[src/hdl/lfsa_pkg.sv]
`default_nettype none

package lfsa_pkg;

  localparam int SLOTS    = 256;
  localparam int IDX_W    = 8;
  localparam int CNT_W    = 9;
  localparam int HANDLE_W = 16;
  localparam int CLASS_W  = 3;
  localparam int SLOT_W   = 9;
  localparam int STATUS_W = 3;
  localparam int ISTATE_W = 2;

  localparam logic KIND_ALLOC   = 1'b0;
  localparam logic KIND_RELEASE = 1'b1;

  localparam logic [STATUS_W-1:0] ST_OK         = 3'd0;
  localparam logic [STATUS_W-1:0] ST_EMPTY      = 3'd1;
  localparam logic [STATUS_W-1:0] ST_BAD_HANDLE = 3'd2;
  localparam logic [STATUS_W-1:0] ST_RANGE      = 3'd3;
  localparam logic [STATUS_W-1:0] ST_VACANT     = 3'd4;

  localparam logic [CLASS_W-1:0] CLASS_CLIENT  = 3'd0;
  localparam logic [CLASS_W-1:0] CLASS_AUTH    = 3'd1;
  localparam logic [CLASS_W-1:0] CLASS_RW      = 3'd2;
  localparam logic [CLASS_W-1:0] CLASS_TRACKER = 3'd3;

  localparam logic [ISTATE_W-1:0] IST_READING = 2'd0;
  localparam logic [ISTATE_W-1:0] IST_IDLE    = 2'd1;
  localparam logic [ISTATE_W-1:0] IST_LISTEN  = 2'd2;

  localparam logic [HANDLE_W-1:0] HANDLE_NONE = '1;

  // free stack update
  typedef struct packed {
    logic             pop;
    logic             push;
    logic [IDX_W-1:0] push_slot;
  } stk_ctrl_t;

  // handle table update
  typedef struct packed {
    logic                attach;
    logic [IDX_W-1:0]    attach_slot;
    logic [HANDLE_W-1:0] attach_handle;
    logic                detach;
    logic [IDX_W-1:0]    detach_slot;
  } tbl_ctrl_t;

  function automatic logic [ISTATE_W-1:0] class_state(input logic [CLASS_W-1:0] cls);
    logic [ISTATE_W-1:0] st;
    case (cls)
      CLASS_CLIENT:  st = IST_READING;
      CLASS_AUTH:    st = IST_IDLE;
      CLASS_RW:      st = IST_IDLE;
      CLASS_TRACKER: st = IST_IDLE;
      default:       st = IST_LISTEN;
    endcase
    return st;
  endfunction

  // stack entry at a position never written since reset
  function automatic logic [IDX_W-1:0] init_entry(input logic [IDX_W-1:0] pos);
    return IDX_W'(SLOTS - 1) - pos;
  endfunction

endpackage

`default_nettype wire

[src/hdl/lfsa_handle_table.sv]
`default_nettype none

module lfsa_handle_table (
  input  logic                          clk,
  input  logic                          rst,
  input  logic                          rd_en,
  input  logic [lfsa_pkg::IDX_W-1:0]    rd_slot,
  input  lfsa_pkg::tbl_ctrl_t           ctrl,
  input  logic [lfsa_pkg::IDX_W-1:0]    chk_slot,
  output logic                          occupied,
  output logic [lfsa_pkg::HANDLE_W-1:0] rd_handle
);
  import lfsa_pkg::*;

  logic [SLOTS-1:0]    occ;
  logic [HANDLE_W-1:0] mem [SLOTS];
  logic [HANDLE_W-1:0] mem_q;
  logic                fwd_hit;
  logic [HANDLE_W-1:0] fwd_data;

  // occupancy flags
  always_ff @(posedge clk) begin
    if (rst) begin
      occ <= '0;
    end else begin
      if (ctrl.attach) begin
        occ[ctrl.attach_slot] <= 1'b1;
      end
      if (ctrl.detach) begin
        occ[ctrl.detach_slot] <= 1'b0;
      end
    end
  end

  // bound handles, read ahead when the word enters
  always_ff @(posedge clk) begin
    if (ctrl.attach) begin
      mem[ctrl.attach_slot] <= ctrl.attach_handle;
    end
    if (rd_en) begin
      mem_q    <= mem[rd_slot];
      fwd_data <= ctrl.attach_handle;
    end
  end

  always_ff @(posedge clk) begin
    if (rst) begin
      fwd_hit <= 1'b0;
    end else if (rd_en) begin
      fwd_hit <= ctrl.attach && (ctrl.attach_slot == rd_slot);
    end
  end

  assign rd_handle = fwd_hit ? fwd_data : mem_q;
  assign occupied  = occ[chk_slot];

endmodule

`default_nettype wire

[config.mk]
export PLATFORM = sky130hd
export DESIGN_NAME = lfsa_handle_table
export DESIGN_NICKNAME = d
export VERILOG_FILES = /design/src/hdl/lfsa_pkg.sv /design/src/hdl/lfsa_handle_table.sv
export SDC_FILE = /design/constraint.sdc
export NUM_CORES = 2
export LEC_CHECK = 0
export ABC_CLOCK_PERIOD_IN_PS = 5100
export BUFFER_PORTS_ARGS = -buffer_cell sky130_fd_sc_hd__buf_2
export CAP_MARGIN = 20
export CELL_PAD_IN_SITES_DETAIL_PLACEMENT = 0
export CELL_PAD_IN_SITES_GLOBAL_PLACEMENT = 2
export CORE_ASPECT_RATIO = 0.7
export CORE_MARGIN = 8
export CORE_UTILIZATION = 54
export DETAILED_ROUTE_END_ITERATION = 16
export PLACE_DENSITY = 0.85
export SETUP_SLACK_MARGIN = 0.1
export SLEW_MARGIN = 30
export SYNTH_ARGS = -nofsm -noshare
export SYNTH_HDL_FRONTEND = slang
export SYNTH_SLANG_ARGS = --single-unit
[constraint.sdc]
create_clock -name clk -period 5.1 [get_ports clk]
set_input_delay 0.765 -clock clk [delete_from_list [all_inputs] [get_ports clk]]
set_output_delay 0.765 -clock clk [all_outputs]
set_load 0.01 [all_outputs]
# [After elaboration in Yosys (flattened, before gate mapping)]
# Memories as Yosys holds them, arrays and structs flattened. A register that Yosys moved wholly into a read port is not among the register bits.
# Cells that the tools add are included.
[classes] addsub=0 mul=0 div=0 order_cmp=5 n_eq_ne=1 shift=0 n_mux=12 n_bitwise=3 n_reduce_logical=3
[op_table] cell="2-to-1 mux 256 bit" n=3
[op_table] cell="bitwise AND 256 bit" n=1
[op_table] cell="inverter 256 bit" n=1
[op_table] cell="bitwise OR 256 bit" n=1
[op_table] cell="< comparator 8 x 9 -> 1 bit, second input constant" n=3
[op_table] cell="demux 1 bit (select 8 bit)" n=2
[op_table] cell=">= comparator 8 x 1 -> 1 bit, second input constant" n=2
[op_table] cell="2-to-1 mux 16 bit" n=1
[op_table] cell="binary-select mux 1 bit (select 8 bit)" n=1
[op_table] cell="equality test 8 bit" n=1
[op_table] cell="2-to-1 mux 1 bit" n=5
[op_table] cell="logical AND 1 bit" n=3
[word_totals] ff_bits=273 latchBits=0 ram_bits=4096 romBits=0 input_bits=53 out_inout_bits=17 wordCells=28 mem_count=1
[memory_table] name="mem" depth=256 word_bits=16 read_ports=1 rd_ports_with_merged_regs=1 write_ports=1 line_no="lfsa_handle_table.sv:16" source="logic [HANDLE_W-1:0] mem [SLOTS];"

# [Depth between registers and ports, before layout]
[depth] depth_word=9 mapped_depth=14 depth_no_buf=7

# [Worst setup path before layout]
# OpenSTA, ideal clock, no wires.
[synth_path] path_kind="input-to-output" start="input chk_slot[1] (netlist name)" end="output occupied" arrival_time_ps=2663 required_ps=4335 setup_slack_ps=1672 stages=8 n_path_buf=3 path_cell_list="buf_2 buf_1 buf_1 mux2i_1 o22ai_1 nor4_1 o21ai_0 o31a_1"
[synth_between] elab_chain_cells=2
[synth_rtl] element="start: declaration" line_no="lfsa_handle_table.sv:9" source="input logic [lfsa_pkg::IDX_W-1:0] chk_slot,"
[synth_rtl] element="binary-select mux 1 bit (select 8 bit)" line_no="lfsa_handle_table.sv:55" source="assign occupied = occ[chk_slot];"
[synth_rtl] element="2-to-1 mux 1 bit (implied by the code)" line_no="lfsa_handle_table.sv:55"
[synth_rtl] element="end: declaration" line_no="lfsa_handle_table.sv:10" source="output logic occupied,"
# Every way passes these cells. The select of a mux whose other input is x is not followed.

# [Final worst setup path]
[layout_path] start="input chk_slot[0] (netlist name)" end="output occupied"
# The elaborated chain is that of the path after synthesis.

==> metrics.txt <==
Startpoint Class=input pin; Crit Path Class=in2out; TritonCTS Buffers=405; Syn Inst Count=8540; postcts setup bufs=0; Resize count post-CTS=0; Pint=57.4 mW; Max rail drop VDD=302 µV; number of H-tree levels=5; CP max FO=26; Post-Syn Area per Cell=20.0 µm²; final hold violations=0; fraction of layout instances using a drive strength above 1=25.2%; Sw Ratio=21.6%; IO Pins=70; Setup crit end kind=output port; Overall Global Routing Usage=28.9%; Data required, critical path=4.34 ns; Vias=91957; CTS tree=built; Die X=688 µm; final setup TNS=0 ns; hold crit path type=in2reg; routed metal-1 wirelength=193000 µm; Starting DRT DRC Count=13956; DRT Pass-1 Iters=5; hold depth=2; dpl cells=12848; Max Cap Violations=0; pwr/cell area=381 nW/µm²; commonest non-fill, non-tap cell in the layout=edfxtp_1; Comb power frac=5.3%; Synth area leaders=edfxtp_1 73%, mux4_2 11%, mux2i_1 4.1%, dfxtp_1 3.0%, nor2_1 1.3%; count of cell types in the netlist=65; worst-case reg-to-reg path depth=5; post-synth top area cell=edfxtp_1; vias per std cell=6.76; cts-stage hold buffer count=0; post-route ant nets=0; Port Buffers=69; largest net degree at the start of global routing=156; die area=334000 µm²; drt wl/cell=36.2 µm; CORE AREA=314000 µm²; Crit path arrival time=3.72 ns; clock-pin slew on the worst setup and hold paths=0.07 ns; Syn Nets=8593; FP Rows=172; Flop pwr share=53.9%; Tcrit/Tclk final=87.9%; Hold Path Sink=occ[251]$_SDFF_PP0_; Netlist Area Pre-Place=170000 µm²; Switch Pwr=15.8 mW; initial antenna violation count=58; Max Slew Vio Count=0; async set-reset flop share out of synthesis=0%; Worst-Margin Slew=1.13 ns; DRC errors left=0; status=completed; Final Instance Count excl. Fillers=13608; clk root buf=clkbuf_16; top_reg_cell synth=edfxtp_1; Static Leak=61.2 nW; vias in the first global route=88702; most frequent cells in the layout=4128 x edfxtp_1, 840 x mux4_2, 693 x mux2i_1, 543 x buf_4; # clock sinks=4385; max layer used=met5; grt ovf=0; Fillers=21564; first-pass GRT wire length=684000 µm; hold_sp=ctrl[0]; reg2reg start=mem[187][11]$_DFFE_PP_; minimum clock period=4.48 ns; # setup viols final=0; fin nets=9133; RD Place Congestion=0.929; RSZ-0062 raised after global routing=false; sequential-to-total area share from yosys stat=75.7%; reg2reg end=mem_q[11]$_DFFE_PP_; Max Fclk=223 MHz; top-area cell type share of the netlist area=72.7%; Post-synth EDFFs=4128; Skew-Pair Late Insertion Delay=0.93 ns; Die H=486 µm; DP HPWL=303000 µm; P&R area growth vs syn=12.8%; Max Buffers Root-to-Sink=4; met2 WL=212000 µm; synth warn=0; clock group share of total power=40.8%; reg2reg setup slack=1.89 ns; Slew headroom=24.9%; skew final=0.0451 ns; final wirelength=492000 µm; Initial Util=54.3%; metal3 WL=70500 µm; #FFs+latches synth=4385
==> power groups by stage <==
stage,Combinational (mW),Sequential (mW),Clock [mW]
after floorplan,2.01,40.2,0
after global placement,3.73,40.3,0
after detailed placement,3.81,40.3,0
after CTS,3.83,39.5,30.2
after global routing,4.03,39.5,31.5
final,3.87,39.5,29.9
==> layer usage <==
metal / global-route usage [%] / vias up
li1: - / 36715
met1: 42.7 / 48031
met2: 41.0 / 6334
met3: 9.32 / 865
met4: 9.25 / 12
met5: 0 / -
==> kinds of logic after synthesis <==
group | share of synthesized area (%)
buffers and inverters | 1.89
DFF | 75.7
xor gates and xnor gates | 0.0411
AOI/OAI and AO/OA | 4.21
and+or+nand+nor | 2.71
muxes | 15.4
==> critical path, cell delays in order <==
cell and delay (ns):
buf_4 0.49, mux4_2 0.59, nor2b_1 0.14, a211oi_1 0.49, a2111oi_0 0.18, o31ai_1 0.44, nand4_1 0.16, o31a_1 0.23
buf_2 0.19
==> synthesized netlist by cell type (45+ instances only) <==
cell / instances
edfxtp_1: 4128
mux4_2: 840
nand2_1: 87
buf_4: 45
o221ai_1: 227
mux2i_1: 693
buf_6: 57
a211oi_1: 259
nor3_1: 143
buf_2: 84
o22ai_1: 174
clkbuf_1: 291
nand3_1: 67
o21ai_0: 58
a21oi_1: 117
nor2_1: 604
dfxtp_1: 257
==> final cells by class <==
class	count	area [µm²]	share of cell area (%)
antenna	24	60.1	0.0312
clock buffer	479	10500	5.48
clock inverter	256	2420	1.26
inverter	5	31.3	0.0163
multi-input combinational	3603	38900	20.2
sequential	4385	129000	67.2
tap	4176	5230	2.72
timing repair buffer	680	6020	3.13
==> sequential cells by signal (all words and copies together), names as in the netlist <==
register and cells:
fwd_data 16, fwd_hit 1, mem 4096, mem_q 16
occ 256
==> through the flow <==
| stage | total power [mW] | cell area (µm²) | worst slack, ns | hold WS, ns | utilization (%) |
|---|---|---|---|---|---|
| final | 73.3 | 192000 | 0.617 | 0.165 | 61.2 |
| after CTS | 73.5 | 192000 | 0.716 | 0.103 | 61.2 |
| after floorplan | 42.2 | 170000 | 1.67 | 0.435 | - |
| after global routing | 75.0 | 192000 | 0.635 | 0.150 | 61.2 |
| after detailed placement | 44.1 | 179000 | 0.466 | 0.454 | 57.1 |
| after global placement | 44.0 | 179000 | 0.463 | 0.442 | 57.0 |
==> worst max path at each step <==
stage / from / to / slack (ns) / cells after the start
after global placement: rd_slot[1] / mem_q[7]$_DFFE_PP_ / 0.46 / 10
after detailed placement: rd_slot[1] / mem_q[7]$_DFFE_PP_ / 0.47 / 10
final: chk_slot[0] / occupied / 0.62 / 9
after CTS: chk_slot[1] / occupied / 0.72 / 10
after global routing: chk_slot[1] / occupied / 0.63 / 10
after floorplan: chk_slot[1] / occupied / 1.67 / 8
Power figures use the tool's default switching activity.
