[config.mk]
export PLATFORM = sky130hd
export DESIGN_NAME = lfsa_free_stack
export DESIGN_NICKNAME = d
export VERILOG_FILES = /design/src/hdl/lfsa_pkg.sv /design/src/hdl/lfsa_free_stack.sv
export SDC_FILE = /design/constraint.sdc
export NUM_CORES = 2
export LEC_CHECK = 0
export BUFFER_PORTS_ARGS = -buffer_cell sky130_fd_sc_hd__buf_2
export CORE_MARGIN = 2
export CORE_UTILIZATION = 45
export CTS_BUF_LIST = sky130_fd_sc_hd__clkbuf_4
export DETAILED_ROUTE_END_ITERATION = 10
export PLACE_DENSITY = 0.67
export SYNTH_ARGS = -nofsm -noshare
export SYNTH_HDL_FRONTEND = slang
export SYNTH_SLANG_ARGS = --single-unit
export TNS_END_PERCENT = 5
[constraint.sdc]
create_clock -name clk -period 5.6 [get_ports clk]
set_input_delay 1.12 -clock clk [delete_from_list [all_inputs] [get_ports clk]]
set_output_delay 1.12 -clock clk [all_outputs]
set_load 0.01 [all_outputs]
[src/hdl/lfsa_pkg.sv]
`default_nettype none

package lfsa_pkg;

  localparam int SLOTS    = 256;
  localparam int IDX_W    = 8;
  localparam int CNT_W    = 9;
  localparam int HANDLE_W = 16;
  localparam int CLASS_W  = 3;
  localparam int SLOT_W   = 9;
  localparam int STATUS_W = 3;
  localparam int ISTATE_W = 2;

  localparam logic KIND_ALLOC   = 1'b0;
  localparam logic KIND_RELEASE = 1'b1;

  localparam logic [STATUS_W-1:0] ST_OK         = 3'd0;
  localparam logic [STATUS_W-1:0] ST_EMPTY      = 3'd1;
  localparam logic [STATUS_W-1:0] ST_BAD_HANDLE = 3'd2;
  localparam logic [STATUS_W-1:0] ST_RANGE      = 3'd3;
  localparam logic [STATUS_W-1:0] ST_VACANT     = 3'd4;

  localparam logic [CLASS_W-1:0] CLASS_CLIENT  = 3'd0;
  localparam logic [CLASS_W-1:0] CLASS_AUTH    = 3'd1;
  localparam logic [CLASS_W-1:0] CLASS_RW      = 3'd2;
  localparam logic [CLASS_W-1:0] CLASS_TRACKER = 3'd3;

  localparam logic [ISTATE_W-1:0] IST_READING = 2'd0;
  localparam logic [ISTATE_W-1:0] IST_IDLE    = 2'd1;
  localparam logic [ISTATE_W-1:0] IST_LISTEN  = 2'd2;

  localparam logic [HANDLE_W-1:0] HANDLE_NONE = '1;

  // free stack update
  typedef struct packed {
    logic             pop;
    logic             push;
    logic [IDX_W-1:0] push_slot;
  } stk_ctrl_t;

  // handle table update
  typedef struct packed {
    logic                attach;
    logic [IDX_W-1:0]    attach_slot;
    logic [HANDLE_W-1:0] attach_handle;
    logic                detach;
    logic [IDX_W-1:0]    detach_slot;
  } tbl_ctrl_t;

  function automatic logic [ISTATE_W-1:0] class_state(input logic [CLASS_W-1:0] cls);
    logic [ISTATE_W-1:0] st;
    case (cls)
      CLASS_CLIENT:  st = IST_READING;
      CLASS_AUTH:    st = IST_IDLE;
      CLASS_RW:      st = IST_IDLE;
      CLASS_TRACKER: st = IST_IDLE;
      default:       st = IST_LISTEN;
    endcase
    return st;
  endfunction

  // stack entry at a position never written since reset
  function automatic logic [IDX_W-1:0] init_entry(input logic [IDX_W-1:0] pos);
    return IDX_W'(SLOTS - 1) - pos;
  endfunction

endpackage

`default_nettype wire

[src/hdl/lfsa_free_stack.sv]
`default_nettype none

module lfsa_free_stack (
  input  logic                       clk,
  input  logic                       rst,
  input  lfsa_pkg::stk_ctrl_t        ctrl,
  output logic [lfsa_pkg::IDX_W-1:0] head,
  output logic                       empty
);
  import lfsa_pkg::*;

  logic [CNT_W-1:0] count;
  logic [CNT_W-1:0] count_next;
  logic [CNT_W-1:0] low;
  logic [CNT_W-1:0] low_next;
  logic [IDX_W-1:0] top0;
  logic [IDX_W-1:0] top1;
  logic [IDX_W-1:0] rd_addr;
  logic [IDX_W-1:0] rd_addr_next;
  logic             rd_init;
  logic             rd_init_next;
  logic [IDX_W-1:0] stk_q;
  logic [IDX_W-1:0] rd_data;
  logic [IDX_W-1:0] mem [SLOTS];

  // top two entries live in registers, the third is prefetched
  always_comb begin
    count_next = count;
    if (ctrl.pop) begin
      count_next = count - CNT_W'(1);
    end else if (ctrl.push) begin
      count_next = count + CNT_W'(1);
    end
    low_next     = (count_next < low) ? count_next : low;
    rd_addr_next = IDX_W'(count_next - CNT_W'(3));
    rd_init_next = ({1'b0, count_next} < ({1'b0, low_next} + (CNT_W + 1)'(3)));
    rd_data      = rd_init ? init_entry(rd_addr) : stk_q;
  end

  always_ff @(posedge clk) begin
    if (rst) begin
      count   <= CNT_W'(SLOTS);
      low     <= CNT_W'(SLOTS);
      top0    <= init_entry(IDX_W'(SLOTS - 1));
      top1    <= init_entry(IDX_W'(SLOTS - 2));
      rd_addr <= IDX_W'(SLOTS - 3);
      rd_init <= 1'b1;
    end else begin
      count   <= count_next;
      low     <= low_next;
      rd_addr <= rd_addr_next;
      rd_init <= rd_init_next;
      if (ctrl.pop) begin
        top0 <= top1;
        top1 <= rd_data;
      end else if (ctrl.push) begin
        top1 <= top0;
        top0 <= ctrl.push_slot;
      end
    end
  end

  always_ff @(posedge clk) begin
    if (ctrl.push) begin
      mem[count[IDX_W-1:0]] <= ctrl.push_slot;
    end
    stk_q <= mem[rd_addr_next];
  end

  assign head  = top0;
  assign empty = (count == '0);

endmodule

`default_nettype wire

-- Word-level counts from Yosys, hierarchy flattened
Memories as Yosys holds them, arrays and structs flattened. A register that Yosys moved wholly into a read port is not among the register bits.
Index checks and enable logic that the tools add are counted.
- shift operators: 0
- multipliers: 0
- add/subtract/negate cells: 5
- equality and inequality tests: 0
- divide/modulo/power cells: 0
- reduce and logical (&&, ||, !) cells: 2
- $lt $le $gt $ge: 2
- multiplexer cells: 10
- bitwise logic cells: 0
- operators with widths (kind ; count):
    $mux W8 ; 5
    $mux W9 ; 3
    $add A9 B2 Y10 const B ; 1
    $lt A9 B10 Y1 ; 1
    $add A9 B1 Y9 const B ; 1
    $logic_not A9 Y1 ; 1
    $lt A9 B9 Y1 ; 1
    $sub A9 B1 Y9 const B ; 1
    $sub A8 B2 Y8 const B ; 1
    $sub A8 B8 Y8 const A ; 1
    $mux W1 ; 2
    $reduce_bool A2 Y1 ; 1
- word-level logic and storage cells: 26
- bits in latches: 0
- register bits after elaboration: 43
- RAM bits: 2048
- memories: 1
- input bits: 12
- output and inout port bits: 9
- memory bits (read-only): 0
- memories (name ; words ; bits a word ; read ports ; clocked after Yosys merged registers in ; write ports ; RTL line ; source):
    mem ; 256 ; 8 ; 1 ; 1 ; 1 ; lfsa_free_stack.sv:24 ; logic [IDX_W-1:0] mem [SLOTS];

-- Longest topological paths before layout
- depth after elaboration: 7
- depth in mapped cells: 23
- mapped depth without buffers: 22

-- Worst setup path before layout
Ideal clock, no wire load.
- path kind: in2reg
- from: in ctrl[9] (netlist name)
- to: reg rd_init
- stages on the path: 20
- setup slack: 352 ps
- library setup time: 120 ps
- data required time: 5480 ps
- arrival: 5128 ps
- path buffers: 4
- cell sequence: buf_4 buf_4 nor3b_1 and3b_1 nor3_1 nand2b_1 buf_2 ha_1 nand4_1 a211o_1 o2111ai_1 clkbuf_1 and3_1 o21ai_0 or2_2 or3_1 xnor2_1 ha_1 nand4_1 a211o_1
- longest elaborated chain between the ends: 5
- ends and longest elaborated chain (element ; RTL line ; source):
    start, declared ; lfsa_free_stack.sv:6 ; input lfsa_pkg::stk_ctrl_t ctrl,
    $mux W9 (*) ; lfsa_free_stack.sv:29 ; if (ctrl.pop) begin
    named net count_next[5] ; lfsa_free_stack.sv:13 ; logic [CNT_W-1:0] count_next;
    $lt A9 B9 Y1 ; lfsa_free_stack.sv:34 ; low_next = (count_next < low) ? count_next : low;
    $mux W9 ; lfsa_free_stack.sv:34 ;
    $add A9 B2 Y10 ; lfsa_free_stack.sv:36 ; rd_init_next = ({1'b0, count_next} < ({1'b0, low_next} + (CNT_W + 1)'(3)));
    $lt A9 B10 Y1 (*) ; lfsa_free_stack.sv:36 ;
    end signal, assigned ; lfsa_free_stack.sv:52 ; rd_init <= rd_init_next;
    end, declared ; lfsa_free_stack.sv:20 ; logic rd_init;
Mark *: on every way through the listed nets, which the timed path passes. The rest lies on a longest branch.
A chain may end at the register's enable or synchronous reset.

-- Worst setup path in the final report
- from: reg count[0]
- to: reg rd_init
- longest elaborated chain between the ends: 7
- elaborated cells between the ends (all ways): 8
- those cells by class: add/sub (3); order compare (2); mux (3)
- ends and longest elaborated chain (element ; RTL line ; source):
    start, declared ; lfsa_free_stack.sv:12 ; logic [CNT_W-1:0] count;
    start signal, assigned ; lfsa_free_stack.sv:42 ; count <= CNT_W'(SLOTS);
    start signal, assigned ; lfsa_free_stack.sv:49 ; count <= count_next;
    $add A9 B1 Y9 ; lfsa_free_stack.sv:32 ; count_next = count + CNT_W'(1);
    $mux W9 ; lfsa_free_stack.sv:31 ; end else if (ctrl.push) begin
    $mux W9 (*) ; lfsa_free_stack.sv:29 ;
    named net count_next[6] ; lfsa_free_stack.sv:13 ;
    $lt A9 B9 Y1 ; lfsa_free_stack.sv:34 ;
    $mux W9 ; lfsa_free_stack.sv:34 ;
    $add A9 B2 Y10 ; lfsa_free_stack.sv:36 ;
    $lt A9 B10 Y1 (*) ; lfsa_free_stack.sv:36 ;
Marks and branches as above.

==> flow_summary.ini <==
[outcome]
status = finished, final reports clean

[logic_synthesis]
synthFlopType = edfxtp_1
synth_common_cells = edfxtp_1, mux4_2, nor2_1
synth_top_cell_by_area = edfxtp_1
synth_nets = 4034
syn_area_um2 = 82300
syn_avg_cell_area_um2 = 20.6
netlist.area_leader.share_pct = 74.7
async_reset_ff_share_pct = 0
synth_cell_types = 72
netlist_instances = 3999
synth_area_leaders = edfxtp_1, mux4_2, nor2_1, nand2_1, dfxtp_1
synth_edf_count = 2048
yosysSeqAreaShare_pct = 76.0
synth.most_common_cell = edfxtp_1
yosys_warnings = 0
synth_seq_cells = 2099

[layout]
nets = 4529
stdcell_area_um2 = 92600
area_growth_pct = 12.6
final_core_utilization_pct = 51.1
drive_gt1_share_pct = 32.5
fillers = 14400
fin_cells = 7204
seq_area_um2 = 62500
multi_input_area_um2 = 18800

[timing]
final.min_clock_period_ps = 4830
slew_headroom_pct = 12.0
tns_ps = 0
grt_setup_unrepaired = no
worst_pin_slew_ps = 1320
finalSetupViolCount = 0
drv_slew = 0
fin_crit_sh_pct = 86.3
finalHoldViolCount = 0
fmax_mhz = 207
clock_skew_ps = 106
hold_ws_ps = 288

[global_routing]
grt.overflow.total = 0
grt_max_degree = 172
grt_pass1_vias = 43600
grt_pass1_wl_um = 300000
grtUsageTotal_pct = 22.3
antenna_found_initial = 6

[critical_path]
arrival_ps = 6030
worst-path-buf-inv = 1
cpMostUsedCell = ha_1
path_cells = inv_1 -> ha_1 -> nand4bb_1 -> nor3_1 -> a21oi_1 -> xnor2_2 -> ha_1 -> a21oi_1 -> nor2b_1 -> o21ai_0 -> o2111ai_2 -> mux2i_1 -> o21ai_0 -> or2_2 -> or3_1 -> xnor2_1 -> ha_1 -> nand4_1 -> a211o_1
cp_slowest_cell = dfxtp_1
endpoint_kind = register
max_stage_delay_ps = 490
critPathTopFamily = compound AO/OA/AOI/OAI gates
crit_required_ps = 6800
path_class = reg2reg
startpoint_type = register
path_max_fanout = 7

[floorplanning]
die_w_um = 432
core_region_area_um2 = 181000
start_util_pct = 45.4
io_pins = 21
chipHeight_um = 432
die_area_um2 = 186000
row_count = 156

[place]
dpl_cell_area_um2 = 86300
place_hpwl_um = 123000
place.gp.congestion = 0.876
io_buffer_count = 20
dp.cells = 6326

[flow_run]
maxCapViolCount = 0

[clocking]
cts_max_path_buffers = 4
cts_tree = built
cts_htree_levels = 6
cts_made_buffers = 536
cts_resized = 0
postCtsSetupRepairBufs = 0
hold_buffers = 0
clk_latency_ps = 1340
clock-sinks = 2099
cts.reportedPaths.clkPinSlew_ps = 70
cts_root_buf = clkbuf_4

[routing]
drt-vias-per-instance = 5.93
drc = 0
num_vias = 42700
wire_per_inst_um = 28.7
first_iter_violations = 5014
routed_wl_um = 207000
firstDrtPassIters = 8
drtAntennaViolNets = 0

[min_path]
worstHoldPathType = in2reg

[power]
leakagePower_nw = 29.6
power.density_nw_per_um2 = 423
ir_drop_mv = 0.275
==> worst paths after layout <==
kind / startpoint / to / slack, ps / depth (start not counted)
worst min-delay path: ctrl[2] / mem[33][2]$_DFFE_PP_ / 290 / 1
worst max-delay path: count[0]$_SDFF_PP0_ / rd_init$_SDFF_PP1_ / 770 / 19
worst max register to register: count[0]$_SDFF_PP0_ / rd_init$_SDFF_PP1_ / 770 / 19
worst min register to register: top1[7]$_SDFFE_PP0P_ / head[7]$_SDFFE_PP0P_ / 480 / 2
==> routing by layer <==
layer  up-vias  track usage, %  wire length (um)
met5         -               0                13
li1      17700               -                 -
met4         2            8.16              6190
met1     22400            31.2             82000
met2      2257            34.5             98800
met3       361            5.16             19600
==> layout by cell type, fill, tap and decap left out, types with 6 or more instances in the layout <==
cell type and n:
clkbuf_4 727, buf_2 12, nand2_1 296, clkinv_2 16, mux2i_1 60, inv_2 9, inv_1 22, mux4_2 570
o21ai_0 21, clkbuf_8 8, clkinv_1 109, o22ai_1 7, a21o_1 6, dfxtp_1 51, ha_1 22, a31oi_1 23
edfxtp_1 2048, a211oi_1 18, nand4_1 26, buf_12 36, nand3_1 79, and3_1 18, a21oi_1 42, a32oi_1 10
nor2b_1 20, nand2b_1 9, buf_4 138, nor3_1 13, xnor2_1 7, bufinv_16 11, nor2_1 300
==> sequential cells by signal (all words and copies together) (netlist names) <==
register / count
mem: 2048
count: 9
low: 9
head: 8
rd_addr: 8
stk_q: 8
top1: 8
rd_init: 1
==> metrics by stage <==
stage,power (mW),worst slack (ps)
after global routing,40.6,474
final,39.2,768
after CTS,39.4,819
after floorplan,23.1,352
after global placement,27.0,252
after detailed placement,27.1,193
==> cell families (layout without fill, tap and decap cells) <==
logic type,after synthesis,in the layout,synth area share [%]
buffers and inverters,259,1089,1.43
other,0,5,0
DFF,2099,2099,76.0
muxes,634,634,16.4
AOI/OAI and AO/OA,161,161,1.32
adders and majority gates,23,23,0.350
and+or+nand+nor,800,800,4.17
xor gates and xnor gates,23,23,0.331
==> where the power goes <==
part / internal [mW] / switching (mW) / leakage (nW)
combinational: 3.64 / 5.71 / 7.03
sequential: 17.4 / 0.103 / 18.8
clock: 6.49 / 5.90 / 3.78
==> cell type report <==
class,count,share of cell area [%]
inverters,22,0.0892
clock inverters,146,0.931
clock buffers,727,5.89
repair buffers,194,2.08
flip-flops and latches,2099,67.5
well taps,2370,3.20
diodes,5,0.0135
multi-input cells,1641,20.3
No activity file was read; power rests on OpenSTA's default activity.
